### src/design/bsr_pkg.sv
// Shared constants, payload types and control types of the byte stream reassembler.
`timescale 1ns / 1ps
package bsr_pkg;

  // Byte store depth; a power of two, a position maps to its low bits.
  localparam int CAPACITY = 32;
  localparam int MAX_OUT  = 32;
  localparam int SLOT_W   = $clog2(CAPACITY);
  localparam int CNT_W    = $clog2(CAPACITY + 1);
  localparam int N_W      = $clog2(MAX_OUT + 1);
  localparam int SUM_W    = ((CNT_W > N_W) ? CNT_W : N_W) + 1;
  localparam int POS_W    = 33;
  localparam int CFG_W    = 6;
  localparam logic [CFG_W-1:0] CFG_RESET = 6'd32;

  localparam logic FUNC_SEGMENT = 1'b0;
  localparam logic FUNC_CONSUME = 1'b1;

  typedef struct packed {
    logic        func;
    logic [31:0] stream_index;
    logic [7:0]  data_byte;
    logic        no_byte;
    logic        ends_stream;
    logic [5:0]  consume_count;
  } item_t;

  typedef struct packed {
    logic       out_valid;
    logic [7:0] out_byte;
    logic       last_of_run;
    logic       stream_closed;
    logic [5:0] pending_bytes;
  } result_t;

  typedef enum logic [2:0] {
    ST_IDLE,
    ST_APPLY,
    ST_SCAN,
    ST_FINISH,
    ST_READ,
    ST_EMIT,
    ST_REPORT
  } state_t;

  typedef struct packed {
    logic latch;
    logic apply;
    logic scan;
    logic finish;
    logic read;
    logic emit;
    logic report;
  } ctrl_cmd_t;

  typedef struct packed {
    logic scan_go;
    logic run_empty;
    logic run_last;
  } ctrl_stat_t;

endpackage

### src/design/byte_stream_reassembler_unit.sv
// Top level of the byte stream reassembler: controller, datapath and ports.
//
// An item is taken when start is high and busy is low; busy then stays high until the
// item's last result has been shown. Results appear on result, marked by result_strobe,
// and cannot be held off. An item that releases nothing gives one status result; an item
// that releases n bytes gives n byte results. The controller first applies the item, then
// runs the scan that walks the valid bitmap from the next expected position one slot per
// cycle, then updates the stream state, and then, for each released byte, does a
// registered read of the byte store followed by the result.
// stream_closed and pending_bytes show the state after the whole item on every result.
// The capacity register is written over cfg_valid/cfg_ready, which is ready while idle.
`timescale 1ns / 1ps
module byte_stream_reassembler_unit (
  input  logic                      clk,
  input  logic                      rst,
  input  logic                      start,
  output logic                      busy,
  input  bsr_pkg::item_t            item,
  input  logic                      cfg_valid,
  output logic                      cfg_ready,
  input  logic [bsr_pkg::CFG_W-1:0] cfg_data,
  output logic                      result_strobe,
  output bsr_pkg::result_t          result
);

  bsr_pkg::ctrl_cmd_t  cmd;
  bsr_pkg::ctrl_stat_t stat;

  assign cfg_ready = !busy;

  bsr_ctrl u_ctrl (
    .clk  (clk),
    .rst  (rst),
    .start(start),
    .stat (stat),
    .busy (busy),
    .cmd  (cmd)
  );

  bsr_datapath u_datapath (
    .clk          (clk),
    .rst          (rst),
    .cmd          (cmd),
    .stat         (stat),
    .item         (item),
    .cfg_wr       (cfg_valid && cfg_ready),
    .cfg_data     (cfg_data),
    .result       (result),
    .result_strobe(result_strobe)
  );

endmodule

### src/design/bsr_ram.sv
// Generic single write port RAM with a registered read port.
`timescale 1ns / 1ps
module bsr_ram #(
  parameter int WIDTH = 8,
  parameter int DEPTH = 32
) (
  input  logic                     clk,
  input  logic                     we,
  input  logic [$clog2(DEPTH)-1:0] waddr,
  input  logic [WIDTH-1:0]         wdata,
  input  logic [$clog2(DEPTH)-1:0] raddr,
  output logic [WIDTH-1:0]         rdata
);

  logic [WIDTH-1:0] mem [DEPTH];

  always_ff @(posedge clk) begin
    if (we) begin
      mem[waddr] <= wdata;
    end
    rdata <= mem[raddr];
  end

endmodule

### src/design/bsr_ctrl.sv
// Controller state machine: sequences apply, scan, finish and the release of bytes.
`timescale 1ns / 1ps
module bsr_ctrl (
  input  logic                clk,
  input  logic                rst,
  input  logic                start,
  input  bsr_pkg::ctrl_stat_t stat,
  output logic                busy,
  output bsr_pkg::ctrl_cmd_t  cmd
);

  bsr_pkg::state_t state;
  bsr_pkg::state_t state_next;

  always_ff @(posedge clk) begin
    if (rst) begin
      state <= bsr_pkg::ST_IDLE;
    end else begin
      state <= state_next;
    end
  end

  always_comb begin
    state_next = state;
    unique case (state)
      bsr_pkg::ST_IDLE: begin
        if (start) state_next = bsr_pkg::ST_APPLY;
      end
      bsr_pkg::ST_APPLY:  state_next = bsr_pkg::ST_SCAN;
      bsr_pkg::ST_SCAN: begin
        if (!stat.scan_go) state_next = bsr_pkg::ST_FINISH;
      end
      bsr_pkg::ST_FINISH: begin
        state_next = stat.run_empty ? bsr_pkg::ST_REPORT : bsr_pkg::ST_READ;
      end
      bsr_pkg::ST_READ:   state_next = bsr_pkg::ST_EMIT;
      bsr_pkg::ST_EMIT: begin
        state_next = stat.run_last ? bsr_pkg::ST_IDLE : bsr_pkg::ST_READ;
      end
      bsr_pkg::ST_REPORT: state_next = bsr_pkg::ST_IDLE;
      default:            state_next = bsr_pkg::ST_IDLE;
    endcase
  end

  always_comb begin
    cmd  = '0;
    busy = 1'b1;
    unique case (state)
      bsr_pkg::ST_IDLE: begin
        busy      = 1'b0;
        cmd.latch = start;
      end
      bsr_pkg::ST_APPLY:  cmd.apply  = 1'b1;
      bsr_pkg::ST_SCAN:   cmd.scan   = 1'b1;
      bsr_pkg::ST_FINISH: cmd.finish = 1'b1;
      bsr_pkg::ST_READ:   cmd.read   = 1'b1;
      bsr_pkg::ST_EMIT:   cmd.emit   = 1'b1;
      bsr_pkg::ST_REPORT: cmd.report = 1'b1;
      default:            busy       = 1'b0;
    endcase
  end

  // A result strobe never appears while the block is taking a new item.
  a_no_strobe_idle: assert property (@(posedge clk) disable iff (rst)
    !busy |-> !(cmd.emit || cmd.report))
    else $error("result strobe while idle");

  a_scan_after_apply: assert property (@(posedge clk) disable iff (rst)
    cmd.apply |=> cmd.scan)
    else $error("apply not followed by scan");

  a_latch_starts: assert property (@(posedge clk) disable iff (rst)
    cmd.latch |=> cmd.apply)
    else $error("accepted item not applied");

endmodule

### src/design/bsr_datapath.sv
// Datapath: stream state, valid bitmap, byte store, scan counter and result forming.
`timescale 1ns / 1ps
module bsr_datapath (
  input  logic                         clk,
  input  logic                         rst,
  input  bsr_pkg::ctrl_cmd_t           cmd,
  output bsr_pkg::ctrl_stat_t          stat,
  input  bsr_pkg::item_t               item,
  input  logic                         cfg_wr,
  input  logic [bsr_pkg::CFG_W-1:0]    cfg_data,
  output bsr_pkg::result_t             result,
  output logic                         result_strobe
);

  // stream state (reset)
  logic [bsr_pkg::POS_W-1:0]    next_expected;
  logic [bsr_pkg::CNT_W-1:0]    writer_fill;
  logic                         end_known;
  logic [bsr_pkg::POS_W-1:0]    end_position;
  logic                         closed_flag;
  logic [bsr_pkg::CNT_W-1:0]    pending_total;
  logic [bsr_pkg::CFG_W-1:0]    cap_reg;
  logic [bsr_pkg::CAPACITY-1:0] mark;

  // per item working registers
  bsr_pkg::item_t               item_q;
  logic [bsr_pkg::N_W-1:0]      run_cnt;
  logic [bsr_pkg::POS_W-1:0]    scan_pos;
  logic [bsr_pkg::SLOT_W-1:0]   rd_ptr;
  logic [bsr_pkg::N_W-1:0]      left;

  logic [bsr_pkg::CNT_W-1:0]    cap_eff;
  logic [bsr_pkg::CNT_W-1:0]    room;
  logic [bsr_pkg::POS_W-1:0]    ext_pos;
  logic [bsr_pkg::POS_W-1:0]    diff;
  logic [bsr_pkg::SLOT_W-1:0]   wslot;
  logic                         in_win;
  logic                         byte_ok;
  logic [7:0]                   rdata;

  always_comb begin
    if (int'(cap_reg) < bsr_pkg::CAPACITY) begin
      cap_eff = bsr_pkg::CNT_W'(cap_reg);
    end else begin
      cap_eff = bsr_pkg::CNT_W'(bsr_pkg::CAPACITY);
    end
    room    = (writer_fill < cap_eff) ? (cap_eff - writer_fill) : '0;
    ext_pos = {1'b0, item_q.stream_index};
    diff    = ext_pos - next_expected;
    wslot   = item_q.stream_index[bsr_pkg::SLOT_W-1:0];
    in_win  = (ext_pos >= next_expected) && (diff < bsr_pkg::POS_W'(room));
    byte_ok = (item_q.func == bsr_pkg::FUNC_SEGMENT) && !closed_flag &&
              !item_q.no_byte && in_win && !mark[wslot];
  end

  always_comb begin
    stat.scan_go = (run_cnt < bsr_pkg::N_W'(bsr_pkg::MAX_OUT)) &&
                   !scan_pos[bsr_pkg::POS_W-1] &&
                   ((bsr_pkg::SUM_W'(writer_fill) + bsr_pkg::SUM_W'(run_cnt)) <
                    bsr_pkg::SUM_W'(cap_eff)) &&
                   mark[scan_pos[bsr_pkg::SLOT_W-1:0]];
    stat.run_empty = (run_cnt == '0);
    stat.run_last  = (left == bsr_pkg::N_W'(1));
  end

  always_ff @(posedge clk) begin
    if (rst) begin
      next_expected <= '0;
      writer_fill   <= '0;
      end_known     <= 1'b0;
      end_position  <= '0;
      closed_flag   <= 1'b0;
      pending_total <= '0;
      cap_reg       <= bsr_pkg::CFG_RESET;
      mark          <= '0;
    end else begin
      if (cfg_wr) begin
        cap_reg <= cfg_data;
      end
      if (cmd.apply) begin
        if (item_q.func == bsr_pkg::FUNC_CONSUME) begin
          if (bsr_pkg::SUM_W'(item_q.consume_count) < bsr_pkg::SUM_W'(writer_fill)) begin
            writer_fill <= bsr_pkg::CNT_W'(bsr_pkg::SUM_W'(writer_fill) -
                                           bsr_pkg::SUM_W'(item_q.consume_count));
          end else begin
            writer_fill <= '0;
          end
        end else if (!closed_flag) begin
          if (byte_ok) begin
            mark[wslot]   <= 1'b1;
            pending_total <= pending_total + bsr_pkg::CNT_W'(1);
          end
          if (item_q.ends_stream) begin
            end_known    <= 1'b1;
            end_position <= ext_pos + bsr_pkg::POS_W'(!item_q.no_byte);
          end
        end
      end
      if (cmd.finish) begin
        next_expected <= scan_pos;
        writer_fill   <= bsr_pkg::CNT_W'(bsr_pkg::SUM_W'(writer_fill) +
                                         bsr_pkg::SUM_W'(run_cnt));
        if (bsr_pkg::SUM_W'(pending_total) > bsr_pkg::SUM_W'(run_cnt)) begin
          pending_total <= bsr_pkg::CNT_W'(bsr_pkg::SUM_W'(pending_total) -
                                           bsr_pkg::SUM_W'(run_cnt));
        end else begin
          pending_total <= '0;
        end
        if (end_known && (scan_pos == end_position)) begin
          closed_flag <= 1'b1;
        end
      end
      if (cmd.read) begin
        mark[rd_ptr] <= 1'b0;
      end
    end
  end

  always_ff @(posedge clk) begin
    if (cmd.latch) begin
      item_q <= item;
    end
    if (cmd.apply) begin
      run_cnt  <= '0;
      scan_pos <= next_expected;
    end
    if (cmd.scan && stat.scan_go) begin
      run_cnt  <= run_cnt + bsr_pkg::N_W'(1);
      scan_pos <= scan_pos + bsr_pkg::POS_W'(1);
    end
    if (cmd.finish) begin
      rd_ptr <= next_expected[bsr_pkg::SLOT_W-1:0];
      left   <= run_cnt;
    end
    if (cmd.emit) begin
      rd_ptr <= rd_ptr + bsr_pkg::SLOT_W'(1);
      left   <= left - bsr_pkg::N_W'(1);
    end
  end

  bsr_ram #(
    .WIDTH(8),
    .DEPTH(bsr_pkg::CAPACITY)
  ) u_store (
    .clk  (clk),
    .we   (cmd.apply && byte_ok),
    .waddr(wslot),
    .wdata(item_q.data_byte),
    .raddr(rd_ptr),
    .rdata(rdata)
  );

  always_comb begin
    result_strobe        = cmd.emit || cmd.report;
    result.out_valid     = cmd.emit;
    result.out_byte      = cmd.emit ? rdata : 8'd0;
    result.last_of_run   = cmd.emit ? stat.run_last : 1'b1;
    result.stream_closed = closed_flag;
    result.pending_bytes = 6'(pending_total);
  end

  a_closed_sticky: assert property (@(posedge clk) disable iff (rst)
    closed_flag |=> closed_flag)
    else $error("closed flag dropped");

  a_pending_bound: assert property (@(posedge clk) disable iff (rst)
    pending_total <= bsr_pkg::CNT_W'(bsr_pkg::CAPACITY))
    else $error("pending count beyond store depth");

  // The run found by the scan must start at a held byte.
  a_run_head_held: assert property (@(posedge clk) disable iff (rst)
    (cmd.finish && !stat.run_empty) |-> mark[next_expected[bsr_pkg::SLOT_W-1:0]])
    else $error("release run starts at an empty slot");

  a_read_held: assert property (@(posedge clk) disable iff (rst)
    cmd.read |-> mark[rd_ptr])
    else $error("release of an empty slot");

endmodule

### config.mk
export PLATFORM = sky130hd
export DESIGN_NAME = byte_stream_reassembler_unit
export DESIGN_NICKNAME = d
export VERILOG_FILES = /design/src/design/bsr_pkg.sv /design/src/design/byte_stream_reassembler_unit.sv /design/src/design/bsr_ram.sv /design/src/design/bsr_ctrl.sv /design/src/design/bsr_datapath.sv
export SDC_FILE = /design/constraint.sdc
export NUM_CORES = 1
export LEC_CHECK = 0
export ABC_AREA = 1
export BUFFER_PORTS_ARGS = -buffer_cell sky130_fd_sc_hd__buf_2
export CAP_MARGIN = 20
export CORE_MARGIN = 2
export CORE_UTILIZATION = 59
export DETAILED_ROUTE_END_ITERATION = 7
export MAX_ROUTING_LAYER = met4
export PLACE_DENSITY = 0.76
export SYNTH_ARGS = -nofsm -noshare
export SYNTH_HDL_FRONTEND = slang
export SYNTH_SLANG_ARGS = --single-unit
### constraint.sdc
create_clock -name clk -period 4.95 [get_ports clk]
set_input_delay 0 -clock clk [delete_from_list [all_inputs] [get_ports clk]]
set_output_delay 0 -clock clk [all_outputs]
set_load 0.02 [all_outputs]
### Word level (Yosys, flattened, before mapping)

Memories as Yosys holds them, arrays and structs flattened. A register that Yosys moved wholly into a read port is not among the register bits.
Cells that the tools add are included.
Widths: inputs -> output; s select.

| word-level totals | value |
|---|---|
| RAM bits | 256 |
| memories kept | 1 |
| word-level logic and storage cells | 145 |
| input bits | 59 |
| output and inout bits | 20 |
| register bits | 220 |

| cells by class | value |
|---|---|
| equal/unequal tests | 12 |
| order comparisons | 13 |
| reduce and logical (&&, ||, !) cells | 33 |
| bitwise logic cells | 5 |
| add/subtract/negate cells | 11 |
| muxes and demuxes | 51 |

Memories:

| name | words | width | rd ports | clocked after memory_dff | write ports | RTL line | text |
|---|---|---|---|---|---|---|---|
| u_datapath.u_store.mem | 32 | 8 | 1 | 1 | 1 | bsr_ram.sv:15 | `logic [WIDTH-1:0] mem [DEPTH];` |

Operators by type and width:

| cell | count |
|---|---|
| $mux 32 | 6 |
| $mux 6 | 16 |
| $mux 33 | 2 |
| $add 32x1->33 | 1 |
| $add 33x1->33 const B | 1 |
| $eq 33x33->1 | 1 |
| $ge 32x33->1 | 1 |
| $lt 33x6->1 | 1 |
| $sub 32x33->33 | 1 |
| $and 32x32->32 | 1 |
| $not 32->32 | 1 |
| $or 32x32->32 | 1 |
| $lt 5x6->1 const B | 3 |
| $pmux 3 s6 | 1 |
| $sub 6x6->6 | 3 |
| $mux 1 | 15 |
| $logic_and 1x1->1 | 14 |
| $add 6x1->6 const B | 2 |
| $lt 6x6->1 | 2 |
| $lt 6x6->1 const B | 2 |
| $bmux 1 s5 | 2 |
| $demux 1 s5 | 2 |
| $ge 5x1->1 const B | 2 |
| $mux 5 | 2 |
| other kinds (22) | 42 |

### Depth between registers and ports, before layout

Gate-level depths: netlist of run 1.

| depth | value |
|---|---|
| depth after elaboration | 15 |
| gate-level depth with buffers | 27 |
| mapped depth without buffers | 27 |

### By module

A second synthesis of run 1 with hierarchy kept.

| second synthesis, totals | value |
|---|---|
| cells, all modules | 3134 |
| area, all modules | 26182.6 µm² |

Modules (own cells, without submodules):

| module | area an instance (µm²) | seq. area each (µm²) | times used | cells each |
|---|---|---|---|---|
| bsr_datapath | 15177.1 | 5335.1 | 1 | 2172 |
| bsr_ram | 10786.6 | 7847.5 | 1 | 922 |
| bsr_ctrl | 205.2 | 60.1 | 1 | 37 |
| byte_stream_reassembler_unit | 13.8 | 0.0 | 1 | 3 |

### Worst setup path before layout of run 1

No wires, ideal clock.

| timing path | value |
|---|---|
| path type | register -> register |
| from | register u_datapath.run_cnt[2] in the netlist's numbering |
| to | register u_datapath.run_cnt[0] in the netlist's numbering, enable pin |
| period minus slack after synthesis | 3.889 ns |
| arrival time | 3.492 ns |
| stages on the path, launching flop included | 16 |
| path buffers | 1 |
| path slack | 1.061 ns |
| path through | edfxtp_1 > ha_1 > a21oi_1 > nand2_1 > nand2_1 > nand2_1 > a21oi_1 > xor2_1 > inv_1 > ha_1 > nor4_1 > nand4_1 > nor3_1 > nand3_1 > clkbuf_1 > nand2_1 |

| between the ends | value |
|---|---|
| word-level cells in the longest chain between the ends | 6 |

Ends and longest elaborated chain:

| item | RTL line | text |
|---|---|---|
| start: declaration | bsr_datapath.sv:27 | `logic [bsr_pkg::N_W-1:0] run_cnt;` |
| start signal: assignment | bsr_datapath.sv:128 | `run_cnt <= run_cnt + bsr_pkg::N_W'(1);` |
| $add 6x6->7 / $lt 6x6->1 (equally long branches) | bsr_datapath.sv:59, bsr_datapath.sv:57 |  |
| $lt 7x6->1 / $logic_and 1x1->1 (equally long branches) | bsr_datapath.sv:59, bsr_datapath.sv:57 |  |
| $logic_and 1x1->1 (*) | bsr_datapath.sv:58 | `!scan_pos[bsr_pkg::POS_W-1] &&` |
| $logic_and 1x1->1 (*) | bsr_datapath.sv:60 | `bsr_pkg::SUM_W'(cap_eff)) &&` |
| $logic_and 1x1->1 (*) | bsr_datapath.sv:127 | `if (cmd.scan && stat.scan_go) begin` |
| $reduce_bool 2->1 (no source line) (*) | n/a |  |

Every way passes the cells marked *; elsewhere a longest branch is shown, timed or not.
A chain may end at the register's enable or synchronous reset.

### Final worst setup path of run 1

| timing path | value |
|---|---|
| from | register u_datapath.writer_fill[1] in the netlist's numbering |
| to | memory u_datapath.u_store.mem[20][0], enable pin |

| between the ends | value |
|---|---|
| word-level cells in the longest chain between the ends | 9 |

Ends and longest elaborated chain:

| item | RTL line | text |
|---|---|---|
| start: declaration | bsr_datapath.sv:17 | `logic [bsr_pkg::CNT_W-1:0] writer_fill;` |
| start signal: assignment | bsr_datapath.sv:83 | `writer_fill <= bsr_pkg::CNT_W'(bsr_pkg::SUM_W'(writer_fill) -` |
| start signal: assignment | bsr_datapath.sv:101 | `writer_fill <= bsr_pkg::CNT_W'(bsr_pkg::SUM_W'(writer_fill) +` |
| $sub 6x6->6 / $lt 6x6->1 (equally long branches) | bsr_datapath.sv:47 | `room = (writer_fill < cap_eff) ? (cap_eff - writer_fill) : '0;` |
| $mux 6 (*) | bsr_datapath.sv:47 |  |
| $lt 33x6->1 (*) | bsr_datapath.sv:51 | `in_win = (ext_pos >= next_expected) && (diff < bsr_pkg::POS_W'(room));` |
| $logic_and 1x1->1 (*) | bsr_datapath.sv:51 |  |
| $logic_and 1x1->1 (*) (2 in series) | bsr_datapath.sv:53 | `!item_q.no_byte && in_win && !mark[wslot];` |
| $logic_and 1x1->1 (*) | bsr_datapath.sv:146 | `.we (cmd.apply && byte_ok),` |
| $mux 1 (*) | bsr_ram.sv:18 | `if (we) begin` |
| $mux 1 (implied by the code) (*) | bsr_ram.sv:19 | `mem[waddr] <= wdata;` |
| end: declaration | bsr_ram.sv:15 |  |

Marked as above.

==> results by stage, run 1 <==
Synthesis:
- The count of unique library cells instantiated by Yosys is 56.
- For this run, the register share of the synthesized area comes to 0.5223.
- Of all flip-flops after synthesis, the portion carrying an async set or reset was 0.
- The synthesized netlist net count is 3031.
- The synthesized area per cell is 8.773 sq um.
- The gate count after technology mapping is 2890.
- The number of synthesized flops with an enable pin is 355.
- In the synthesized netlist the dominant register cell turns out to be sky130_fd_sc_hd__edfxtp_1.
- Yosys printed 0 warnings.
- The cell area after synthesis is 0.02535 sq mm.
- Counting flops and latches in the post-synthesis netlist gives 484.

Worst setup path:
- STA classifies the critical path endpoint as a flop.
- The worst setup path is launched from a flop.
- The number of cell instances on the worst register-to-register path is 20.
- The startpoint of the most critical setup path is u_datapath.writer_fill[1].
- For the worst setup path, the data required time is 5.20 ns.
- In this run the critical register-to-register path is launched from u_datapath.writer_fill[1].
- The type of the setup path with the least slack is reg -> reg.
- The endpoint identified for the worst register-to-register timing path is u_datapath.u_store.mem[20][0].
- The worst register-to-register path has a setup slack of 0.24 ns.
- The most critical setup path has its endpoint at u_datapath.u_store.mem[20][0].
- The highest fanout seen on the critical path is 8.
- Data arrives at the worst endpoint at 4.96 ns.

Clock tree:
- CTS placed an instance of sky130_fd_sc_hd__clkbuf_16 at the clock tree root.
- For the worst-skew pair, the clock arrives at the later sink with an insertion delay of 0.62 ns.
- The buffer levels on the longest clock path is 3.
- Clock-pin slew was measured on the worst setup and hold paths at 0.06 ns.
- The number of clock sinks is 484.
- The depth of the CTS H-tree is 2.
- TritonCTS created 52 clock buffers.
- The CTS tree is yes.

Placed design:
- In this run the cell area measured after placement is 0.02621 sq mm.
- The final weighted congestion of routability-driven global placement is 0.9902.
- Buffers placed on the I/O ports in this run total 78.
- Detailed placement ended at an HPWL of 49210 um.
- The total instance count after detailed placement is 3434.

GRT:
- The total congestion overflow after global routing is 0.
- The via count of the first global-routing pass is 20550.
- The global-route total usage across every layer is 0.3336.
- For this run, global-route usage on met1 was measured as 0.4414.
- The initial antenna violation count is 2.
- The first global-routing pass estimated 112300 um of wire.
- The pin count of the biggest net entering global routing is 97.
- In the global route stage, met3 resource usage came out at 0.04792.
- The met2 demand-to-capacity share in global routing is 0.5284.
- The global routing's busiest layer is met2.

Floorplan:
- The total I/O pin count is 79.
- The effective utilization at floorplan is 0.6017.
- The die covers 0.04465 sq mm.
- The number of placement rows is 75.
- The core region is 0.04213 sq mm.
- The die boundary width is 211.3 um.
- The overall die height is 211.3 um.

Hold path:
- The type of the tightest min-delay check is in -> reg.

STA:
- Hold timing on the final database bottoms out at a slack of 0.08844 ns.
- The routed design could run at a clock period as short as 4.712 ns.
- In the finished design, the share of the clock period the worst path needs comes to 0.9519.
- Adding up every negative setup slack in the final design gives 0 ns.
- In this run the tightest slew margin relative to its limit is 0.2876.
- Across the routed clock network, the largest skew measured is 0.02886 ns.
- Setup violations remaining at the end of the flow were counted as 0.
- The final-report hold violation count is 0.
- For this run, the top clock speed supported by timing is 212.2 MHz.
- The number of max-slew violations in the final report came to 0.
- At the pin with the least slew margin, the transition time is 1.059 ns.
- Setup repair after global routing could not meet its margin everywhere.

Layout:
- Relative to the synthesized area, the layout overhead comes to 13.38%.
- Leaving out fill and tap cells, the most frequent cells in the layout are sky130_fd_sc_hd__nand2_1, sky130_fd_sc_hd__edfxtp_1, sky130_fd_sc_hd__inv_1.
- The number of flip-flops under the largest register name is 256.
- For this run, the share of the core covered by cells in the final layout is 0.6822.
- The post-layout instance area is 0.02875 sq mm.
- At the end of the flow, the number of nets in the layout was 3161.
- The ratio of cells with drive above 1 in the final layout is 0.08260.
- The layout has 3333 filler cells.
- The sequential standard cell area is 0.01324 sq mm.
- The combined area of the multi-input logic cells is 0.01035 sq mm.
- The number of standard cells in the final layout excluding fillers is 3604.
- Leaving out fill and tap cells, the most frequent cell in the layout is sky130_fd_sc_hd__nand2_1.
- More flip-flops sit in one register than any other, and that register is u_datapath.u_store.mem.

Detailed routing:
- The detail route stage leaves a number of antenna-violating nets equal to 0.
- The via count normalized by instance count is 5.951.
- In this run, the number of DRC markers left after iteration 0 of detailed routing was 2445.
- The total number of vias is 21450.
- For this run, design rule violations remaining after detail routing come to 0.
- The number of iterations in the first detailed-routing pass is 6.
- The final routed wirelength across all metal layers is 72020 um.
- The average wire per standard cell is 19.98 um.

Power:
- The clock share of power is 0.371.
- The leakage power is 11.72 nW.
- The internal power consumption is 7.556 mW.
- The switching power as a share of total power is 0.2962.
- The sequential cell fraction of total power is 0.445.
- Dividing total power by cell area gives a power density of 373.4 mW/mm^2.
- The worst IR drop on VDD is 0.3368 mV.
- Of the total power, combinational logic draws 0.184.
- Summed over all nets, the switching power comes to 3.179 mW.

Run status:
- The flow ran to the end, and the final reports show no timing, DRC or antenna violations.

Job:
- The number of max-capacitance violations reported is 0.
[per-layer routing]
layer / wire length [um] / vias up
met4: 2541 / 0
met3: 6356 / 193
met5: 0 / -
li1: - / 10040
met2: 33680 / 1147
met1: 29440 / 10070
[area by class of cell]
type                       count  share of cell area
tap                          539             0.02346
multi-input combinational   1939              0.3599
antenna                        2           0.0001741
inverter                     367             0.04801
clock buffer                  69             0.04997
sequential                   484              0.4607
clock inverter                28             0.01145
timing repair buffer         176             0.04631
[worst min path at each step]
| stage | cells after the start | slack [ns] | from | end |
|---|---|---|---|---|
| floorplan | 1 | 0.09 | rst | u_ctrl.state[1] |
| global placement | 1 | 0.18 | item[6] | u_datapath.item_q[6] |
| detailed placement | 1 | 0.18 | item[15] | u_datapath.item_q[15] |
| CTS | 2 | 0.06 | item[14] | u_datapath.item_q[14] |
| global route | 2 | 0.08 | item[9] | u_datapath.item_q[9] |
| finish | 2 | 0.09 | item[14] | u_datapath.item_q[14] |
[cell usage after synthesis (9+ instances only)]
master	count	area, sq um
sky130_fd_sc_hd__a22o_1	16	140.1
sky130_fd_sc_hd__xnor2_1	36	315.3
sky130_fd_sc_hd__a21oi_1	157	785.8
sky130_fd_sc_hd__clkbuf_1	71	266.5
sky130_fd_sc_hd__o22ai_1	67	419.2
sky130_fd_sc_hd__o21a_1	12	90.09
sky130_fd_sc_hd__buf_4	9	67.56
sky130_fd_sc_hd__buf_2	13	65.06
sky130_fd_sc_hd__xor2_1	68	595.6
sky130_fd_sc_hd__ha_1	77	963.4
sky130_fd_sc_hd__nor2_2	10	62.56
sky130_fd_sc_hd__nand3_1	90	450.4
sky130_fd_sc_hd__nor2_1	344	1291
sky130_fd_sc_hd__nand4_1	53	331.6
sky130_fd_sc_hd__inv_1	355	1333
sky130_fd_sc_hd__nor3_1	45	225.2
sky130_fd_sc_hd__a31oi_1	9	56.30
sky130_fd_sc_hd__edfxtp_1	355	10660
sky130_fd_sc_hd__nand2_1	564	2117
sky130_fd_sc_hd__o21ai_0	262	1311
sky130_fd_sc_hd__o21bai_1	16	120.1
sky130_fd_sc_hd__nor4_1	13	81.33
sky130_fd_sc_hd__dfxtp_1	129	2582
sky130_fd_sc_hd__a221oi_1	17	148.9
[critical path, stage by stage (launching register included)]
cell and delay (ns):
sky130_fd_sc_hd__dfxtp_1 0.54, sky130_fd_sc_hd__inv_1 0.09, sky130_fd_sc_hd__ha_1 0.33, sky130_fd_sc_hd__a21oi_1 0.19
sky130_fd_sc_hd__nor2_1 0.08, sky130_fd_sc_hd__nor2_1 0.12, sky130_fd_sc_hd__o21ai_0 0.09, sky130_fd_sc_hd__a21oi_1 0.18
sky130_fd_sc_hd__xnor2_1 0.14, sky130_fd_sc_hd__nand2_1 0.10, sky130_fd_sc_hd__ha_1 0.19, sky130_fd_sc_hd__or2_2 0.27
sky130_fd_sc_hd__nor3_1 0.30, sky130_fd_sc_hd__nand2_1 0.10, sky130_fd_sc_hd__nor3_1 0.20, sky130_fd_sc_hd__nand3_1 0.09
sky130_fd_sc_hd__nor2_1 0.12, sky130_fd_sc_hd__nand3_2 0.13, sky130_fd_sc_hd__nor2_8 0.22, sky130_fd_sc_hd__nand3_4 0.25
sky130_fd_sc_hd__nor2_1 0.60
[timing repair]
action                                  4_1_cts  5_1_grt
endpoints found under the setup margin        0      248
resized for setup                             0       16
buffers inserted                              0        0
hold buffers                                 69        0
hold endpoints to repair                     64        0
[cells by family after synthesis]
group / after synthesis / synth area share
muxes: 3 / 0.001184
AOI/OAI and AO/OA: 577 / 0.1274
and+or+nand+nor: 1173 / 0.1994
DFF: 484 / 0.5223
adders and majority gates: 82 / 0.04195
xor gates and xnor gates: 104 / 0.03593
buffers and inverters: 467 / 0.07176
[power groups by stage]
stage	Sequential (mW)	Clock [mW]	Combinational (mW)
after floorplan	4.81	0	1.32
after global placement	4.84	0	1.83
after detailed placement	4.85	0	1.87
after CTS	4.77	4.00	1.93
after global routing	4.79	4.18	2.19
final	4.78	3.98	1.98
[metrics by stage]
stage	setup slack, ns	power (mW)
floorplan	1.061	6.126
global placement	0.4496	6.677
detailed placement	0.2777	6.720
CTS	0.2792	10.70
global route	-0.1373	11.16
finish	0.2382	10.73
(Power assumes the default switching activity.)
==> run 2: changes to the inputs <==
Settings changed: CELL_PAD_IN_SITES_DETAIL_PLACEMENT set to 0, CELL_PAD_IN_SITES_GLOBAL_PLACEMENT set to 2, CORE_UTILIZATION 59 to 40, PLACE_DENSITY 0.76 to not set, PLACE_DENSITY_LB_ADDON set to 0.1.
==> run 2 against run 1 <==
First-iteration DRC count fell by 34%. Largest cell class unchanged. Final cell count rose by 9.0%. Critical path type unchanged. Critical endpoint is now u_datapath.u_store.mem[29][5]. Routed wire length rose by 12%.
==> results by stage, run 2 (same netlist as run 1, synthesis figures left out) <==
Run status:
- The run finished with clean final reports.

Power:
- The leakage power is 11.86 nW.
- Power spread over the standard cell area amounts to 374.3 mW/mm^2.
- The worst IR drop on VDD is 0.2745 mV.
- The total power is 11.00 mW.

Detailed routing:
- The count of nets left with antenna violations once routing finished came out at 0.
- The via count normalized by instance count is 5.247.
- Dividing the detail-routed wire length by the instance count gives 20.57 um.
- The iteration-0 DRC count of the detailed router is 1620.
- The final routed wirelength across all metal layers is 80820 um.
- Summing over every cut layer, the via total after detailed routing is 20610.
- In the routed design, unresolved DRC markers number 0.
- The number of iterations in the first detailed-routing pass is 5.

Worst setup path:
- The type of element capturing the critical path is a flop.
- The setup path with the least slack is of type reg -> reg.
- The required time of the critical path is 5.21 ns.
- STA classifies the critical path startpoint as a flop.
- The arrival time at the worst endpoint is 4.80 ns.
- Along the worst path, the maximum fanout reaches 8.
- The worst register-to-register path begins at u_datapath.cap_reg[5].
- The most critical setup path has its startpoint at u_datapath.cap_reg[5].
- Setup slack on the worst reg-to-reg path comes out at 0.41 ns.

Placed design:
- The HPWL after detailed placement is 57590 um.
- The congestion estimate from routability-driven global placement came to 0.8651.
- The area after detailed placement is 0.02675 sq mm.
- During placement, the flow inserted port buffers numbering 78.

STA:
- The final critical-path share of the clock period is 0.9173.
- The number of max-slew violations in the final report is 0.
- The remaining max-slew budget at the tightest pin is 0.2710.
- The final-report hold violation count is 0.
- The minimum clock period after layout is 4.541 ns.
- The timing-limited maximum frequency is 220.2 MHz.
- The clock arrives with 0.02650 ns of skew.
- At the pin with the least slew margin, the transition time is 1.093 ns.
- The final sum of negative setup slack is 0 ns.
- Setup violations remaining at the end of the flow were counted as 0.
- Setup repair after global routing could not meet its margin everywhere.
- The smallest hold slack is 0.07589 ns.

Layout:
- The most flop-heavy register is u_datapath.u_store.mem.
- The number of nets at the end of the flow is 3178.
- The number of flip-flops under the largest register name is 256.
- The ratio of cells with drive above 1 in the final layout is 0.09179.
- From synthesis to final layout, the design area changed by 15.94%.
- The filler cells instantiated in the layout total 6216.
- The number of inserted diodes is 0.
- At the end of the flow the core is filled with cells to 0.4677.
- The library cells used most frequently in the layout, excluding fill and tap cells, are sky130_fd_sc_hd__nand2_1, sky130_fd_sc_hd__edfxtp_1, sky130_fd_sc_hd__inv_1.
- The commonest non-fill, non-tap cell in the layout is sky130_fd_sc_hd__nand2_1.
- The post-layout instance area is 0.02939 sq mm.

GRT:
- The pin count of the biggest net entering global routing is 100.
- The global-route wire length before repair is 122900 um.
- For this run, the total global-route usage over all layers was measured as 0.2511.
- After global routing the overflow that remains totals 0.
- The via count of the first global-routing pass is 20010.
- The initial antenna violation count is 0.

Floorplan:
- The effective utilization at floorplan is 0.4034.
- The overall die height is 255.8 um.
- After floorplanning, the core was sized to cover 0.06285 sq mm.
- The area enclosed by the die boundary is 0.06541 sq mm.
- The floorplan has 92 rows.
- The die is 255.8 um wide.
- For this design the top-level I/O count stands at 79.

Clock tree:
- TritonCTS built the clock tree.
- Clock-pin slew was measured on the worst setup and hold paths at 0.06 ns.
- The number of buffers created by CTS is 54.
- The count of buffers added by post-CTS timing repair for setup is 0.
- The depth of the CTS H-tree is 2.
- The master cell of the clock root buffer is sky130_fd_sc_hd__clkbuf_16.
- The number of clock sinks is 484.
- The buffer levels on the longest clock path is 3.
- At the later pin of the worst-skew pair, clock insertion delay measures 0.64 ns.

Hold path:
- The worst hold path belongs to the class in -> reg.
- The startpoint of the most critical hold path is item[24].

Job:
- The number of max-capacitance violations reported is 0.
## run 2: through the flow
step | worst slack (ns) | std cells
final | 0.4094 | 3929
after global routing | -0.01077 | 3929
after CTS | 0.1574 | 3927
after detailed placement | 0.1869 | 3758
after global placement | 0.3082 | 3757
after floorplan | 1.061 | 2890
## run 2: final timing paths
kind | endpoint | cells after the start
max | u_datapath.u_store.mem[29][5] | 20
min | u_datapath.ext_pos[8] | 2
max reg2reg | u_datapath.u_store.mem[29][5] | 20
min reg2reg | u_datapath.end_position[3] | 2
## run 2: area by class of cell
type                    count  area (sq um)  share of cell area
clock buffers              75          1544             0.05253
flip-flops and latches    484         13240              0.4505
repair buffers            191          1436             0.04887
well taps                 846          1059             0.03601
clock inverters            27         319.1             0.01085
inverters                 367          1379             0.04691
multi-input cells        1939         10410              0.3543
## run 2: worst max-delay path, cell delays in order, from the launching register on
cell                      delay, ns
sky130_fd_sc_hd__dfxtp_1       0.37
sky130_fd_sc_hd__inv_1         0.13
sky130_fd_sc_hd__nand2_1       0.09
sky130_fd_sc_hd__ha_1          0.22
sky130_fd_sc_hd__fa_1          0.40
sky130_fd_sc_hd__inv_1         0.11
sky130_fd_sc_hd__nand3_1       0.08
sky130_fd_sc_hd__nand3_1       0.09
sky130_fd_sc_hd__and2_1        0.20
sky130_fd_sc_hd__nand2_1       0.09
sky130_fd_sc_hd__ha_1          0.18
sky130_fd_sc_hd__or2_2         0.27
sky130_fd_sc_hd__nor3_2        0.26
sky130_fd_sc_hd__nand2_1       0.09
sky130_fd_sc_hd__nor3_1        0.19
sky130_fd_sc_hd__nand3_1       0.09
sky130_fd_sc_hd__nor2_1        0.12
sky130_fd_sc_hd__nand3_2       0.16
sky130_fd_sc_hd__nor2_8        0.22
sky130_fd_sc_hd__nand3_4       0.22
sky130_fd_sc_hd__nor2_1        0.57
## run 2: layer usage
layer  global-route usage  up-vias  wire (um)
met5                    -        -          0
met4              0.08593        0       2555
met3              0.02902      130       3950
met2               0.3958      583      37450
met1               0.3369     9827      36860
li1                     -    10070          -
## run 2: what timing repair did
item	CTS	global route
hold buffers	67	0
endpoints found under the hold margin	81	0
setup endpoints to repair	0	192
resized for setup	0	29
## run 2: power breakdown
group / switching [mW] / internal, mW / total, mW / leakage (nW)
combinational: 1.36 / 0.658 / 2.01 / 6.67
sequential: 0.192 / 4.58 / 4.77 / 4.29
clock: 1.76 / 2.46 / 4.21 / 0.903
total: 3.30 / 7.70 / 11.0 / 11.9
